File: src/sv/atti_pkg.sv
// ----------------------------------------------------------------------------
// atti_pkg
// Shared widths, ROM contents and helper functions for the attenuation table
// interpolator.
// ----------------------------------------------------------------------------
package atti_pkg;

  localparam int unsigned DEF_TABLE_ENTRIES  = 12;
  localparam int unsigned DEF_COEF_FRAC_BITS = 24;

  localparam int unsigned ROM_DEPTH    = 32;
  localparam int unsigned IDX_W        = $clog2(ROM_DEPTH);
  localparam int unsigned RANGE_W      = 20;
  localparam int unsigned RANGE_FRAC_W = 4;
  localparam int unsigned BP_W         = RANGE_W - RANGE_FRAC_W;
  localparam int unsigned COEF_W       = 25;
  localparam int unsigned Q_W          = 31;
  localparam int unsigned T_W          = 16;
  localparam int unsigned RECIP_W      = 26;
  localparam int unsigned NUM_COEF     = 3;
  localparam int unsigned QUEUE_DEPTH  = 2;

  localparam logic [T_W-1:0]    T_MAX   = {T_W{1'b1}};
  localparam logic [T_W-1:0]    T_HALF  = T_W'(1) << (T_W - 1);
  localparam logic [COEF_W-1:0] OUT_MAX = {COEF_W{1'b1}};

  // Table values are given in units of 1e-7.
  localparam logic [63:0] UNIT_SCALE = 64'd10000000;
  localparam logic [63:0] UNIT_HALF  = 64'd5000000;

  localparam int unsigned COEF_CST  = 0;
  localparam int unsigned COEF_LIN  = 1;
  localparam int unsigned COEF_QUAD = 2;

  typedef logic [31:0]      raw_rom_t   [ROM_DEPTH];
  typedef logic [Q_W-1:0]   q_rom_t     [ROM_DEPTH];
  typedef logic [BP_W-1:0]  bp_rom_t    [ROM_DEPTH];
  typedef logic [RECIP_W-1:0] recip_rom_t [ROM_DEPTH];

  typedef struct packed {
    logic [IDX_W-1:0]   seg;
    logic [RANGE_W-1:0] diff;
  } seg_item_t;

  // Breakpoints in whole distance units.
  localparam bp_rom_t BP_ROM = '{
    16'd7, 16'd13, 16'd20, 16'd32, 16'd50, 16'd65, 16'd100, 16'd160,
    16'd200, 16'd325, 16'd600, 16'd3250, 16'd0, 16'd0, 16'd0, 16'd0,
    16'd0, 16'd0, 16'd0, 16'd0, 16'd0, 16'd0, 16'd0, 16'd0,
    16'd0, 16'd0, 16'd0, 16'd0, 16'd0, 16'd0, 16'd0, 16'd0
  };

  // Rounded 2^32 / segment width, segment width in range units (Q.4).
  // A segment without a positive width holds zero, which forces the weight to zero.
  localparam recip_rom_t RECIP_ROM = '{
    26'd44739243, 26'd38347922, 26'd22369621, 26'd14913081,
    26'd17895697, 26'd7669584, 26'd4473924, 26'd6710886,
    26'd2147484, 26'd976129, 26'd101296, 26'd0,
    26'd0, 26'd0, 26'd0, 26'd0, 26'd0, 26'd0, 26'd0, 26'd0,
    26'd0, 26'd0, 26'd0, 26'd0, 26'd0, 26'd0, 26'd0, 26'd0,
    26'd0, 26'd0, 26'd0, 26'd0
  };

  localparam raw_rom_t CST_RAW = '{
    32'd10000000, 32'd10000000, 32'd10000000, 32'd10000000,
    32'd10000000, 32'd10000000, 32'd10000000, 32'd10000000,
    32'd10000000, 32'd10000000, 32'd10000000, 32'd10000000,
    32'd0, 32'd0, 32'd0, 32'd0, 32'd0, 32'd0, 32'd0, 32'd0,
    32'd0, 32'd0, 32'd0, 32'd0, 32'd0, 32'd0, 32'd0, 32'd0,
    32'd0, 32'd0, 32'd0, 32'd0
  };

  localparam raw_rom_t LIN_RAW = '{
    32'd7000000, 32'd3500000, 32'd2200000, 32'd1400000,
    32'd900000, 32'd700000, 32'd450000, 32'd270000,
    32'd220000, 32'd140000, 32'd70000, 32'd14000,
    32'd0, 32'd0, 32'd0, 32'd0, 32'd0, 32'd0, 32'd0, 32'd0,
    32'd0, 32'd0, 32'd0, 32'd0, 32'd0, 32'd0, 32'd0, 32'd0,
    32'd0, 32'd0, 32'd0, 32'd0
  };

  localparam raw_rom_t QUAD_RAW = '{
    32'd18000000, 32'd4400000, 32'd2000000, 32'd700000,
    32'd320000, 32'd170000, 32'd75000, 32'd28000,
    32'd19000, 32'd7000, 32'd2000, 32'd70,
    32'd0, 32'd0, 32'd0, 32'd0, 32'd0, 32'd0, 32'd0, 32'd0,
    32'd0, 32'd0, 32'd0, 32'd0, 32'd0, 32'd0, 32'd0, 32'd0,
    32'd0, 32'd0, 32'd0, 32'd0
  };

  // Converts a table in units of 1e-7 to fixed point, rounding halves up.
  function automatic q_rom_t make_q_rom(raw_rom_t raw, int unsigned frac);
    q_rom_t      rom;
    logic [63:0] scaled;
    for (int i = 0; i < ROM_DEPTH; i++) begin
      scaled = ((64'(raw[i]) << frac) + UNIT_HALF) / UNIT_SCALE;
      rom[i] = Q_W'(scaled);
    end
    return rom;
  endfunction

  // Breakpoint position in range units.
  function automatic logic [RANGE_W-1:0] bp_pos(logic [IDX_W-1:0] i);
    return {BP_ROM[i], {RANGE_FRAC_W{1'b0}}};
  endfunction

endpackage

File: src/sv/attenuation_table_interpolator_unit.sv
// ----------------------------------------------------------------------------
// attenuation_table_interpolator_unit
// Maps a light range to constant, linear and quadratic attenuation terms by
// piecewise-linear interpolation over a fixed breakpoint table.
// ----------------------------------------------------------------------------
//  Channel  Handshake             Payload
//  in       in_valid / in_ready   light_range (Q16.4)
//  out      out_valid / out_ready constant_coef, linear_coef, quadratic_coef (Q1.24)
//
//  The front end classifies a beat in the cycle it is accepted and writes it
//  to a two-entry queue. The back end takes one beat at a time through four
//  steps (load, weight multiply, blend multiply, output) and accepts no new beat
//  until its result is loaded into the output register. A stalled output holds
//  the back end; the queue keeps taking input beats until it is full. Reset
//  empties the queue and the output register.
// ----------------------------------------------------------------------------
module attenuation_table_interpolator_unit #(
  parameter int unsigned TABLE_ENTRIES  = atti_pkg::DEF_TABLE_ENTRIES,
  parameter int unsigned COEF_FRAC_BITS = atti_pkg::DEF_COEF_FRAC_BITS
) (
  input  logic                        clk,
  input  logic                        rst,
  input  logic                        in_valid,
  output logic                        in_ready,
  input  logic [atti_pkg::RANGE_W-1:0] light_range,
  output logic                        out_valid,
  input  logic                        out_ready,
  output logic [atti_pkg::COEF_W-1:0] constant_coef,
  output logic [atti_pkg::COEF_W-1:0] linear_coef,
  output logic [atti_pkg::COEF_W-1:0] quadratic_coef
);
  import atti_pkg::*;

  logic                              push_valid;
  logic                              push_ready;
  seg_item_t                         push_item;
  logic                              pop_valid;
  logic                              pop_ready;
  seg_item_t                         pop_item;
  logic [NUM_COEF-1:0][COEF_W-1:0]   coef;

  atti_front #(
    .TABLE_ENTRIES(TABLE_ENTRIES)
  ) u_front (
    .rst        (rst),
    .in_valid   (in_valid),
    .in_ready   (in_ready),
    .light_range(light_range),
    .push_valid (push_valid),
    .push_ready (push_ready),
    .push_item  (push_item)
  );

  atti_queue u_queue (
    .clk       (clk),
    .rst       (rst),
    .push_valid(push_valid),
    .push_ready(push_ready),
    .push_item (push_item),
    .pop_valid (pop_valid),
    .pop_ready (pop_ready),
    .pop_item  (pop_item)
  );

  atti_back #(
    .COEF_FRAC_BITS(COEF_FRAC_BITS)
  ) u_back (
    .clk       (clk),
    .rst       (rst),
    .item_valid(pop_valid),
    .item_ready(pop_ready),
    .item      (pop_item),
    .out_valid (out_valid),
    .out_ready (out_ready),
    .coef      (coef)
  );

  assign constant_coef  = coef[COEF_CST];
  assign linear_coef    = coef[COEF_LIN];
  assign quadratic_coef = coef[COEF_QUAD];

endmodule

File: src/sv/atti_front.sv
// ----------------------------------------------------------------------------
// atti_front
// Accepts a light range, classifies it against the breakpoint table and
// forms the segment index and the offset into that segment.
// ----------------------------------------------------------------------------
module atti_front #(
  parameter int unsigned TABLE_ENTRIES = atti_pkg::DEF_TABLE_ENTRIES
) (
  input  logic                         rst,
  input  logic                         in_valid,
  output logic                         in_ready,
  input  logic [atti_pkg::RANGE_W-1:0] light_range,
  output logic                         push_valid,
  input  logic                         push_ready,
  output atti_pkg::seg_item_t          push_item
);
  import atti_pkg::*;

  localparam logic [IDX_W-1:0] LAST = IDX_W'(TABLE_ENTRIES - 1);

  logic [ROM_DEPTH-1:0] step;
  logic [ROM_DEPTH-1:0] stop;
  logic [ROM_DEPTH-1:0] first_stop;
  logic [IDX_W-1:0]     seg;
  logic [RANGE_W-1:0]   base;
  logic                 at_low;
  logic                 at_high;

  // Each step bit says the search may move past segment k.
  always_comb begin
    step = '0;
    for (int k = 0; k < ROM_DEPTH - 1; k++) begin
      step[k] = ((k + 2) < TABLE_ENTRIES) && (bp_pos(IDX_W'(k + 1)) <= light_range);
    end
  end

  // The segment is the position of the lowest step bit that is clear.
  assign stop       = ~step;
  assign first_stop = stop & (~stop + ROM_DEPTH'(1));

  always_comb begin
    seg = '0;
    for (int k = 0; k < ROM_DEPTH; k++) begin
      if (first_stop[k]) begin
        seg = IDX_W'(k);
      end
    end
  end

  assign base    = bp_pos(seg);
  assign at_low  = light_range <= bp_pos('0);
  assign at_high = light_range >= bp_pos(LAST);

  // End points use a zero offset, which gives a zero weight and the plain entry.
  always_comb begin
    if (at_low) begin
      push_item.seg  = '0;
      push_item.diff = '0;
    end else if (at_high) begin
      push_item.seg  = LAST;
      push_item.diff = '0;
    end else begin
      push_item.seg  = seg;
      push_item.diff = (light_range > base) ? (light_range - base) : '0;
    end
  end

  assign push_valid = in_valid && !rst;
  assign in_ready   = push_ready && !rst;

endmodule

File: src/sv/atti_queue.sv
// ----------------------------------------------------------------------------
// atti_queue
// Short FIFO of classified items between the front and the back end.
// ----------------------------------------------------------------------------
module atti_queue (
  input  logic                clk,
  input  logic                rst,
  input  logic                push_valid,
  output logic                push_ready,
  input  atti_pkg::seg_item_t push_item,
  output logic                pop_valid,
  input  logic                pop_ready,
  output atti_pkg::seg_item_t pop_item
);
  import atti_pkg::*;

  localparam int unsigned PTR_W = (QUEUE_DEPTH > 1) ? $clog2(QUEUE_DEPTH) : 1;
  localparam int unsigned CNT_W = $clog2(QUEUE_DEPTH + 1);

  seg_item_t        mem [QUEUE_DEPTH];
  logic [PTR_W-1:0] wr_ptr;
  logic [PTR_W-1:0] rd_ptr;
  logic [CNT_W-1:0] count;
  logic             do_push;
  logic             do_pop;

  assign push_ready = count != CNT_W'(QUEUE_DEPTH);
  assign pop_valid  = count != '0;
  assign pop_item   = mem[rd_ptr];
  assign do_push    = push_valid && push_ready;
  assign do_pop     = pop_valid && pop_ready;

  always_ff @(posedge clk) begin
    if (rst) begin
      wr_ptr <= '0;
      rd_ptr <= '0;
      count  <= '0;
    end else begin
      if (do_push) begin
        wr_ptr <= (wr_ptr == PTR_W'(QUEUE_DEPTH - 1)) ? '0 : wr_ptr + PTR_W'(1);
      end
      if (do_pop) begin
        rd_ptr <= (rd_ptr == PTR_W'(QUEUE_DEPTH - 1)) ? '0 : rd_ptr + PTR_W'(1);
      end
      if (do_push && !do_pop) begin
        count <= count + CNT_W'(1);
      end else if (do_pop && !do_push) begin
        count <= count - CNT_W'(1);
      end
    end
  end

  always_ff @(posedge clk) begin
    if (do_push) begin
      mem[wr_ptr] <= push_item;
    end
  end

endmodule

File: src/sv/atti_back.sv
// ----------------------------------------------------------------------------
// atti_back
// Forms the interpolation weight and blends the three coefficients of the
// selected segment, one item at a time, into an output register.
// ----------------------------------------------------------------------------
module atti_back #(
  parameter int unsigned COEF_FRAC_BITS = atti_pkg::DEF_COEF_FRAC_BITS
) (
  input  logic                                                 clk,
  input  logic                                                 rst,
  input  logic                                                 item_valid,
  output logic                                                 item_ready,
  input  atti_pkg::seg_item_t                                  item,
  output logic                                                 out_valid,
  input  logic                                                 out_ready,
  output logic [atti_pkg::NUM_COEF-1:0][atti_pkg::COEF_W-1:0] coef
);
  import atti_pkg::*;

  localparam int unsigned WPROD_W = RANGE_W + RECIP_W + 1;
  localparam int unsigned ACC_W   = Q_W + T_W + 3;

  localparam q_rom_t CST_Q  = make_q_rom(CST_RAW, COEF_FRAC_BITS);
  localparam q_rom_t LIN_Q  = make_q_rom(LIN_RAW, COEF_FRAC_BITS);
  localparam q_rom_t QUAD_Q = make_q_rom(QUAD_RAW, COEF_FRAC_BITS);

  typedef enum logic [3:0] {
    ST_IDLE   = 4'b0001,
    ST_WEIGHT = 4'b0010,
    ST_BLEND  = 4'b0100,
    ST_FINAL  = 4'b1000
  } back_state_t;

  back_state_t state;
  back_state_t state_next;

  logic [IDX_W-1:0]          seg;
  logic [IDX_W-1:0]          seg_nx;
  logic [RANGE_W-1:0]        diff;
  logic [T_W-1:0]            t;
  logic [Q_W-1:0]            base_q  [NUM_COEF];
  logic signed [Q_W:0]       delta_q [NUM_COEF];
  logic signed [ACC_W-1:0]   prod    [NUM_COEF];

  logic [WPROD_W-1:0]        wprod;
  logic [WPROD_W-1:0]        wround;
  logic [WPROD_W-T_W-1:0]    t_wide;
  logic [T_W-1:0]            t_next;
  logic [Q_W-1:0]            q_lo [NUM_COEF];
  logic [Q_W-1:0]            q_hi [NUM_COEF];
  logic signed [ACC_W-1:0]   acc  [NUM_COEF];
  logic [Q_W-1:0]            blended [NUM_COEF];
  logic                      load_out;

  assign seg_nx = seg + IDX_W'(1);

  always_comb begin
    q_lo[COEF_CST]  = CST_Q[seg];
    q_hi[COEF_CST]  = CST_Q[seg_nx];
    q_lo[COEF_LIN]  = LIN_Q[seg];
    q_hi[COEF_LIN]  = LIN_Q[seg_nx];
    q_lo[COEF_QUAD] = QUAD_Q[seg];
    q_hi[COEF_QUAD] = QUAD_Q[seg_nx];
  end

  // Weight t = round(diff * recip / 2^16), limited to just below one.
  assign wprod  = WPROD_W'(diff) * WPROD_W'(RECIP_ROM[seg]);
  assign wround = wprod + WPROD_W'(T_HALF);
  assign t_wide = wround[WPROD_W-1:T_W];
  assign t_next = (t_wide > (WPROD_W-T_W)'(T_MAX)) ? T_MAX : T_W'(t_wide);

  // a*(1-t) + b*t is computed as a*2^16 + (b-a)*t, which is exact.
  always_comb begin
    for (int c = 0; c < NUM_COEF; c++) begin
      acc[c] = $signed(ACC_W'({base_q[c], {T_W{1'b0}}})) + prod[c]
             + $signed(ACC_W'(T_HALF));
      blended[c] = acc[c][Q_W+T_W-1:T_W];
    end
  end

  assign item_ready = state == ST_IDLE;
  assign load_out   = (state == ST_FINAL) && (!out_valid || out_ready);

  always_comb begin
    state_next = state;
    case (state)
      ST_IDLE: begin
        if (item_valid) begin
          state_next = ST_WEIGHT;
        end
      end
      ST_WEIGHT: state_next = ST_BLEND;
      ST_BLEND:  state_next = ST_FINAL;
      ST_FINAL: begin
        if (load_out) begin
          state_next = ST_IDLE;
        end
      end
      default:   state_next = ST_IDLE;
    endcase
  end

  always_ff @(posedge clk) begin
    if (rst) begin
      state     <= ST_IDLE;
      out_valid <= 1'b0;
    end else begin
      state <= state_next;
      if (load_out) begin
        out_valid <= 1'b1;
      end else if (out_ready) begin
        out_valid <= 1'b0;
      end
    end
  end

  always_ff @(posedge clk) begin
    if (item_valid && item_ready) begin
      seg  <= item.seg;
      diff <= item.diff;
    end
    if (state == ST_WEIGHT) begin
      t <= t_next;
      for (int c = 0; c < NUM_COEF; c++) begin
        base_q[c]  <= q_lo[c];
        delta_q[c] <= $signed({1'b0, q_hi[c]}) - $signed({1'b0, q_lo[c]});
      end
    end
    if (state == ST_BLEND) begin
      for (int c = 0; c < NUM_COEF; c++) begin
        prod[c] <= ACC_W'(delta_q[c]) * $signed(ACC_W'(t));
      end
    end
    if (load_out) begin
      for (int c = 0; c < NUM_COEF; c++) begin
        coef[c] <= (blended[c] > Q_W'(OUT_MAX)) ? OUT_MAX : COEF_W'(blended[c]);
      end
    end
  end

endmodule
File: config.mk
export PLATFORM = sky130hd
export DESIGN_NAME = attenuation_table_interpolator_unit
export DESIGN_NICKNAME = d
export VERILOG_FILES = /design/src/sv/atti_pkg.sv /design/src/sv/attenuation_table_interpolator_unit.sv /design/src/sv/atti_front.sv /design/src/sv/atti_queue.sv /design/src/sv/atti_back.sv
export SDC_FILE = /design/constraint.sdc
export NUM_CORES = 2
export LEC_CHECK = 0
export BUFFER_PORTS_ARGS = -buffer_cell sky130_fd_sc_hd__buf_2
export CORE_MARGIN = 4
export CORE_UTILIZATION = 50
export CTS_CLUSTER_SIZE = 12
export DETAILED_ROUTE_END_ITERATION = 16
export PLACE_DENSITY_LB_ADDON = 0.3
export SLEW_MARGIN = 30
export SYNTH_ARGS = -nofsm -noshare
export SYNTH_HDL_FRONTEND = slang
export SYNTH_HIERARCHICAL = 1
export SYNTH_SLANG_ARGS = --single-unit
export TNS_END_PERCENT = 30
File: constraint.sdc
create_clock -name clk -period 18.1 [get_ports clk]
set_input_delay 0.905 -clock clk [delete_from_list [all_inputs] [get_ports clk]]
set_output_delay 0.905 -clock clk [all_outputs]
set_load 0.01 [all_outputs]
Yosys cells after proc, flatten, opt, wreduce, memory -nomap -nowiden. Memories as Yosys holds them, arrays and structs flattened. A register that Yosys moved wholly into a read port is not among the register bits. Index checks and enable logic that the tools add are counted.

Input port bits: 24. Memories: 12. Output and inout bits: 77. RAM bits: 389. Bits in registers: 100. ROM bits: 7296.

Memory list: (no name shown) (depth 32, bits a word 31, rd ports 1, clocked after memory_dff 0, write ports 0, line atti_back.sv:59) `q_hi[COEF_CST] = CST_Q[seg_nx];`; (no name shown) (depth 32, bits a word 31, rd ports 1, clocked after memory_dff 0, write ports 0, line atti_back.sv:60) `q_lo[COEF_LIN] = LIN_Q[seg];`; (no name shown) (depth 32, bits a word 31, rd ports 1, clocked after memory_dff 0, write ports 0, line atti_back.sv:61) `q_hi[COEF_LIN] = LIN_Q[seg_nx];`; (no name shown) (depth 32, bits a word 31, rd ports 1, clocked after memory_dff 0, write ports 0, line atti_back.sv:62) `q_lo[COEF_QUAD] = QUAD_Q[seg];`; (no name shown) (depth 32, bits a word 31, rd ports 1, clocked after memory_dff 0, write ports 0, line atti_back.sv:58) `q_lo[COEF_CST] = CST_Q[seg];`; (no name shown) (depth 32, bits a word 31, rd ports 1, clocked after memory_dff 0, write ports 0, line atti_back.sv:63) `q_hi[COEF_QUAD] = QUAD_Q[seg_nx];`; 6 more memories.

Equal/unequal tests: 7. Order comparisons: 20. Muxes and demuxes: 65. Reduce and logical (&&, ||, !) cells: 16. Multipliers: 4. $add $sub $neg: 17. Bitwise operators: 6.

Operators by type and width (number): 31-bit two-way mux (12); 5-bit two-way mux (30); 32-bit by 17-bit multiplier with 49-bit output (3); 47-bit by 17-bit adder with 47-bit output, second input constant (3); 47-bit adder (3); 31-bit by 31-bit subtractor with 32-bit output (3); 31-bit by 25-bit > comparator with 1-bit output, second input constant (3); 26-bit two-way mux (2); 25-bit two-way mux (2); 46-bit by 16-bit adder with 47-bit output, second input constant (1); 20-bit by 26-bit multiplier with 46-bit output (1); 10-bit by 20-bit <= comparator with 1-bit output, first input constant (2); 11-bit by 20-bit <= comparator with 1-bit output, first input constant (2); 12-bit by 20-bit <= comparator with 1-bit output, first input constant (2); 32-bit by 1-bit adder with 32-bit output, second input constant (1); 32-bit AND (1); 16-bit two-way mux (2); 10-bit inverter with 32-bit output (1); 32-bit inverter (1); 31-bit by 16-bit > comparator with 1-bit output, second input constant (1); 20-bit by 16-bit >= comparator with 1-bit output, second input constant (1); 20-bit > comparator (1); 13-bit by 20-bit <= comparator with 1-bit output, first input constant (1); 14-bit by 20-bit <= comparator with 1-bit output, first input constant (1); other kinds (26) (55).

Longest topological paths before layout.
Depth after elaboration: 44. Gate-level depth with buffers: 38.

Modules after synthesis. The synthesis kept the hierarchy.

Modules (own cells, without submodules): atti_back (seq. area each 9409.0 sq um, cells an instance 7500, instances 1, area an instance 70589.0 sq um); atti_queue (seq. area each 1601.5 sq um, cells an instance 102, instances 1, area an instance 2023.2 sq um); atti_front (seq. area each 0.0 sq um, cells an instance 186, instances 1, area an instance 1316.3 sq um).

Worst setup path before layout. No wires, ideal clock.

Kind: flip-flop to flip-flop. From: reg u_back.state[1]. To: mem u_back.base_q[0][24] (enable). Stages on the path, launching flop included: 2. Path buffers: 0. Arrival: 13750 ps. Period minus slack after synthesis: 14740 ps. Slack: 3360 ps. Setup time: 990 ps. Required time: 17110 ps. Path through: dfxtp_1 nor4b_1.

RTL lines: start: declaration (line atti_back.sv:34) `back_state_t state;`; start signal: assignment (line atti_back.sv:108) `state <= state_next;`; end: declaration (line atti_back.sv:41) `logic [Q_W-1:0] base_q [NUM_COEF];`.

Final worst setup path.
From: reg u_back.seg[0] (read register of u_queue.mem). To: reg u_back.t[10], data pin.

Cells in the longest elaborated chain, start to end: 7.

RTL lines: start: declaration (line atti_back.sv:37) `logic [IDX_W-1:0] seg;`; 5-bit inverter with 6-bit output (not written as such) (*) (line atti_back.sv:67) `assign wprod = WPROD_W'(diff) * WPROD_W'(RECIP_ROM[seg]);`; memory 32 x 26 bit (*); 26-bit two-way mux (not written as such) (*) (2 in a row) (line atti_back.sv:67); 20-bit by 26-bit multiplier with 46-bit output (*) (line atti_back.sv:67); 46-bit by 16-bit adder with 47-bit output (*) (line atti_back.sv:68) `assign wround = wprod + WPROD_W'(T_HALF);`; 31-bit by 16-bit > comparator with 1-bit output (line atti_back.sv:70) `assign t_next = (t_wide > (WPROD_W-T_W)'(T_MAX)) ? T_MAX : T_W'(t_wide);`; end signal: assignment (line atti_back.sv:123) `t <= t_next;`; end: declaration (line atti_back.sv:40) `logic [T_W-1:0] t;`.

Mark *: on every way between the ends. The rest lies on a longest branch, timed or not. The select of a mux whose other input is x is not followed. A chain may end at the register's enable or synchronous reset.

==> summary.md <==
| Metric | Value |
|---|---|
| Reg2reg end | `u_back/t[10]$_SDFFCE_PN1N_` |
| Register clock-pin slew on the reported worst setup and hold paths | `~60 ps` |
| CTS resizes | `0` |
| FF-to-FF setup slack | `~7400 ps` |
| Synth Area per Inst | `between 9 and 10 um2` |
| Max Clock Skew | `approximately 54 ps` |
| Hold Path Depth | `1` |
| Routed Antenna Nets | `0` |
| WL final | `~200 mm` |
| Chip width | `about 390 um` |
| Total core area | `0.1463 mm2` |
| DR WL/cell | `between 20 and 25 um` |
| # setup viols final | `0` |
| Nets | `9,768` |
| Full die area | `~0.15 mm2` |
| DR vias | `approximately 53,000` |
| Starting Density | `50.54%` |
| Post-CTS setup buffer count | `0` |
| TritonCTS clock tree | `yes` |
| Slowest CP cell | `edfxtp_1` |
| HPWL after DPL | `roughly 150 mm` |
| Register area | `0.01101 mm2` |
| Clk buf depth | `3` |
| Vias per cell | `5.508` |
| Htree depth | `2` |
| Area Overhead vs Synth | `5.340%` |
| Drt pass-1 iters | `5` |
| Main synth FF type | `edfxtp_1` |
| Worst min path class | `register to register` |
| CP endpoint kind | `register` |
| First-pass GRT wire length | `between 300 and 400 mm` |
| Fin Setup TNS | `0 ps` |
| R2r worst-path depth | `33` |
| Worst reg2reg startpoint | `u_back/seg[0]$_DFFE_PP_` |
| Synth top cells by count | `inv_1, fa_1, nand2_1` |
| Max Slew Vio Count | `0` |
| I/O Buffers | `100` |
| Fillers | `about 13,000` |
| Crit path max fanout | `20` |
| GPL Wtd Cong | `0.9139` |
| Worst slew pin tran | `between 1000 and 1500 ps` |
| CP Data Required Time | `approximately 18,000 ps` |
| Crit-path max cell delay | `740 ps` |
| Synth cell types | `95` |
| Largest area contributor in the netlist | `fa_1` |
| Relative slew slack | `30.87%` |
| CTS hold repair buffers | `0` |
| CTS root buf | `clkbuf_16` |
| Initial antenna violation count | `5` |
| RSZ-0062 raised after global routing | `false` |
| Drt drc | `0` |
| Synthesized area | `around 0.074 mm2` |
| Seq cells post-synth | `370` |
| Synth area leaders | `fa_1, edfxtp_1, ha_1` |
| Max Clk Rate | `0.09362 GHz` |
| Fin. Hold Viols | `0` |
| Sink Count | `370` |
| Seq/Total Area, Yosys | `approximately 15%` |
| EDFF count, synth | `between 300 and 400` |
| Async set or reset register ratio after synthesis | `0%` |
| Clk_lat worst skew | `~640 ps` |
| Outcome | `complete, no violations` |
| Data arrival time of the worst path | `~11,000 ps` |
| Vias in the first global route | `approximately 58,000` |
| Top cell type's share of synthesized area | `39.64%` |
| Share of cells above drive strength 1 | `under 10%` |
| Hold Crit Start | `u_back/prod[0][24]$_DFFE_PP_` |
| Multi-input logic area | `0.05535 mm2` |
| # rows | `140` |
| Num CTS Buffers | `between 40 and 50` |
| Hold Path End | `u_back/coef[8]$_SDFFCE_PP1P_` |
| Max-Cap Viols | `0` |
| Warnings from Yosys | `6` |
| Worst setup SP type | `register` |
| DRT iter0 DRCs | `between 3,000 and 4,000` |
| Setup CP Type | `register to register` |
| Die H | `around 390 um` |
| Total gr overflow | `0` |
| Crit share post-route | `just under 60%` |
| Largest net degree at the start of global routing | `66` |
| IO Count | `101` |
| Minimum clock period | `10,680 ps` |
| Post-synthesis cell count | `7,788` |
| Top-count cell post-synth | `inv_1` |
| GRT Total Usage | `26.60%` |
==> routing by layer <==
metal  GRT usage [%]  share of wire [%]  up-vias
met5               0             0.0071        -
met4           7.458                3.0        2
met3           3.917                7.5      367
met2           44.07                 47     1935
met1           36.68                 42    27330
li1                -                  -    23520
==> sequential cells by signal, indices dropped and copies added, names as in the netlist, named ones only <==
signal / flops
u_back/state: 4
u_queue/rd_ptr: 1
u_back/coef: 68
u_back/diff: 20
u_queue/mem: 50
u_back/out_valid: 1
u_back/seg: 5
u_queue/count: 2
u_queue/wr_ptr: 1
u_back/t: 16
u_back/delta_q: 66
u_back/prod: 87
u_back/base_q: 48
==> cell families (layout without fill, tap and decap cells) <==
logic type	after synthesis	in the layout	share of synthesized area, %
AND/OR/NAND/NOR	2385	2385	15.80
AO/OA/AOI/OAI	716	716	6.353
XOR/XNOR	211	211	2.500
other	1	8	0.005072
buffers and inverters	2019	1958	10.36
multiplexers	36	36	0.5331
flip-flops	370	370	14.89
adder cells (fa/ha/maj)	2050	2050	49.56
==> area by class of cell <==
| class | instances | area share, % |
|---|---|---|
| clock buffer | 52 | 1.507 |
| multi-input combinational | 5401 | 71.08 |
| sequential | 370 | 14.14 |
| timing repair buffer | 206 | 1.718 |
| inverter | 1669 | 8.045 |
| tap | 1917 | 3.080 |
| clock inverter | 31 | 0.4161 |
| antenna | 5 | 0.01607 |
==> stage by stage <==
stage	std cells	hold slack (ps)	utilization, %	instance area, um2	setup slack [ps]
after floorplan	7790	470.5	-	73940	3360
after global placement	9556	484.0	52.14	76260	7829
after detailed placement	9561	491.9	52.19	76340	7602
after CTS	9644	506.0	53.21	77830	7563
after global routing	9647	519.9	53.24	77870	6808
final	9651	498.7	53.24	77880	7418
==> critical path: cells and delay by family, from the launching register on <==
| family | cells | cell delay, ps |
|---|---|---|
| buffers and inverters | 8 | 1200 |
| adders and majority gates | 9 | 4460 |
| xor gates and xnor gates | 1 | 190 |
| and+or+nand+nor | 8 | 2060 |
| DFF | 1 | 740 |
| AOI/OAI and AO/OA | 7 | 1690 |
==> worst max-delay path by stage <==
stage,startpoint,end,slack [ps],depth (start not counted)
floorplan,u_back/state[1]$_SDFFE_PP0P_,u_back/base_q[0][24]$_DFFE_PN_,3360,1
global placement,u_back/seg[1]$_DFFE_PP_,u_back/t[0]$_SDFFCE_PN1N_,7830,28
detailed placement,u_back/seg[0]$_DFFE_PP_,u_back/t[10]$_SDFFCE_PN1N_,7600,33
CTS,u_back/seg[0]$_DFFE_PP_,u_back/t[10]$_SDFFCE_PN1N_,7560,33
global route,u_back/seg[0]$_DFFE_PP_,u_back/t[13]$_SDFFCE_PN1N_,6810,33
finish,u_back/seg[0]$_DFFE_PP_,u_back/t[10]$_SDFFCE_PN1N_,7420,33
==> placed cells by master, fill, tap and decap left out, types with 28 or more instances in the layout <==
cell	netlist	routed
o21a_1	50	50
fa_1	1464	1464
edfxtp_1	360	360
xor2_1	64	64
xnor2_1	147	145
buf_2	7	100
nand3_1	45	45
and3_1	52	52
ha_1	586	586
nand2b_1	59	59
clkbuf_16	0	46
inv_1	1669	1668
o21ai_0	138	138
nor2b_1	37	36
a21o_1	92	92
or2_2	28	28
and2_1	695	695
nand2_1	1056	1056
nor2_1	250	247
nor3_1	58	58
a21oi_1	221	221
buf_4	11	99
Power is not shown: default switching activity piles up to over one toggle a cycle in this logic, so the estimate is an artifact.
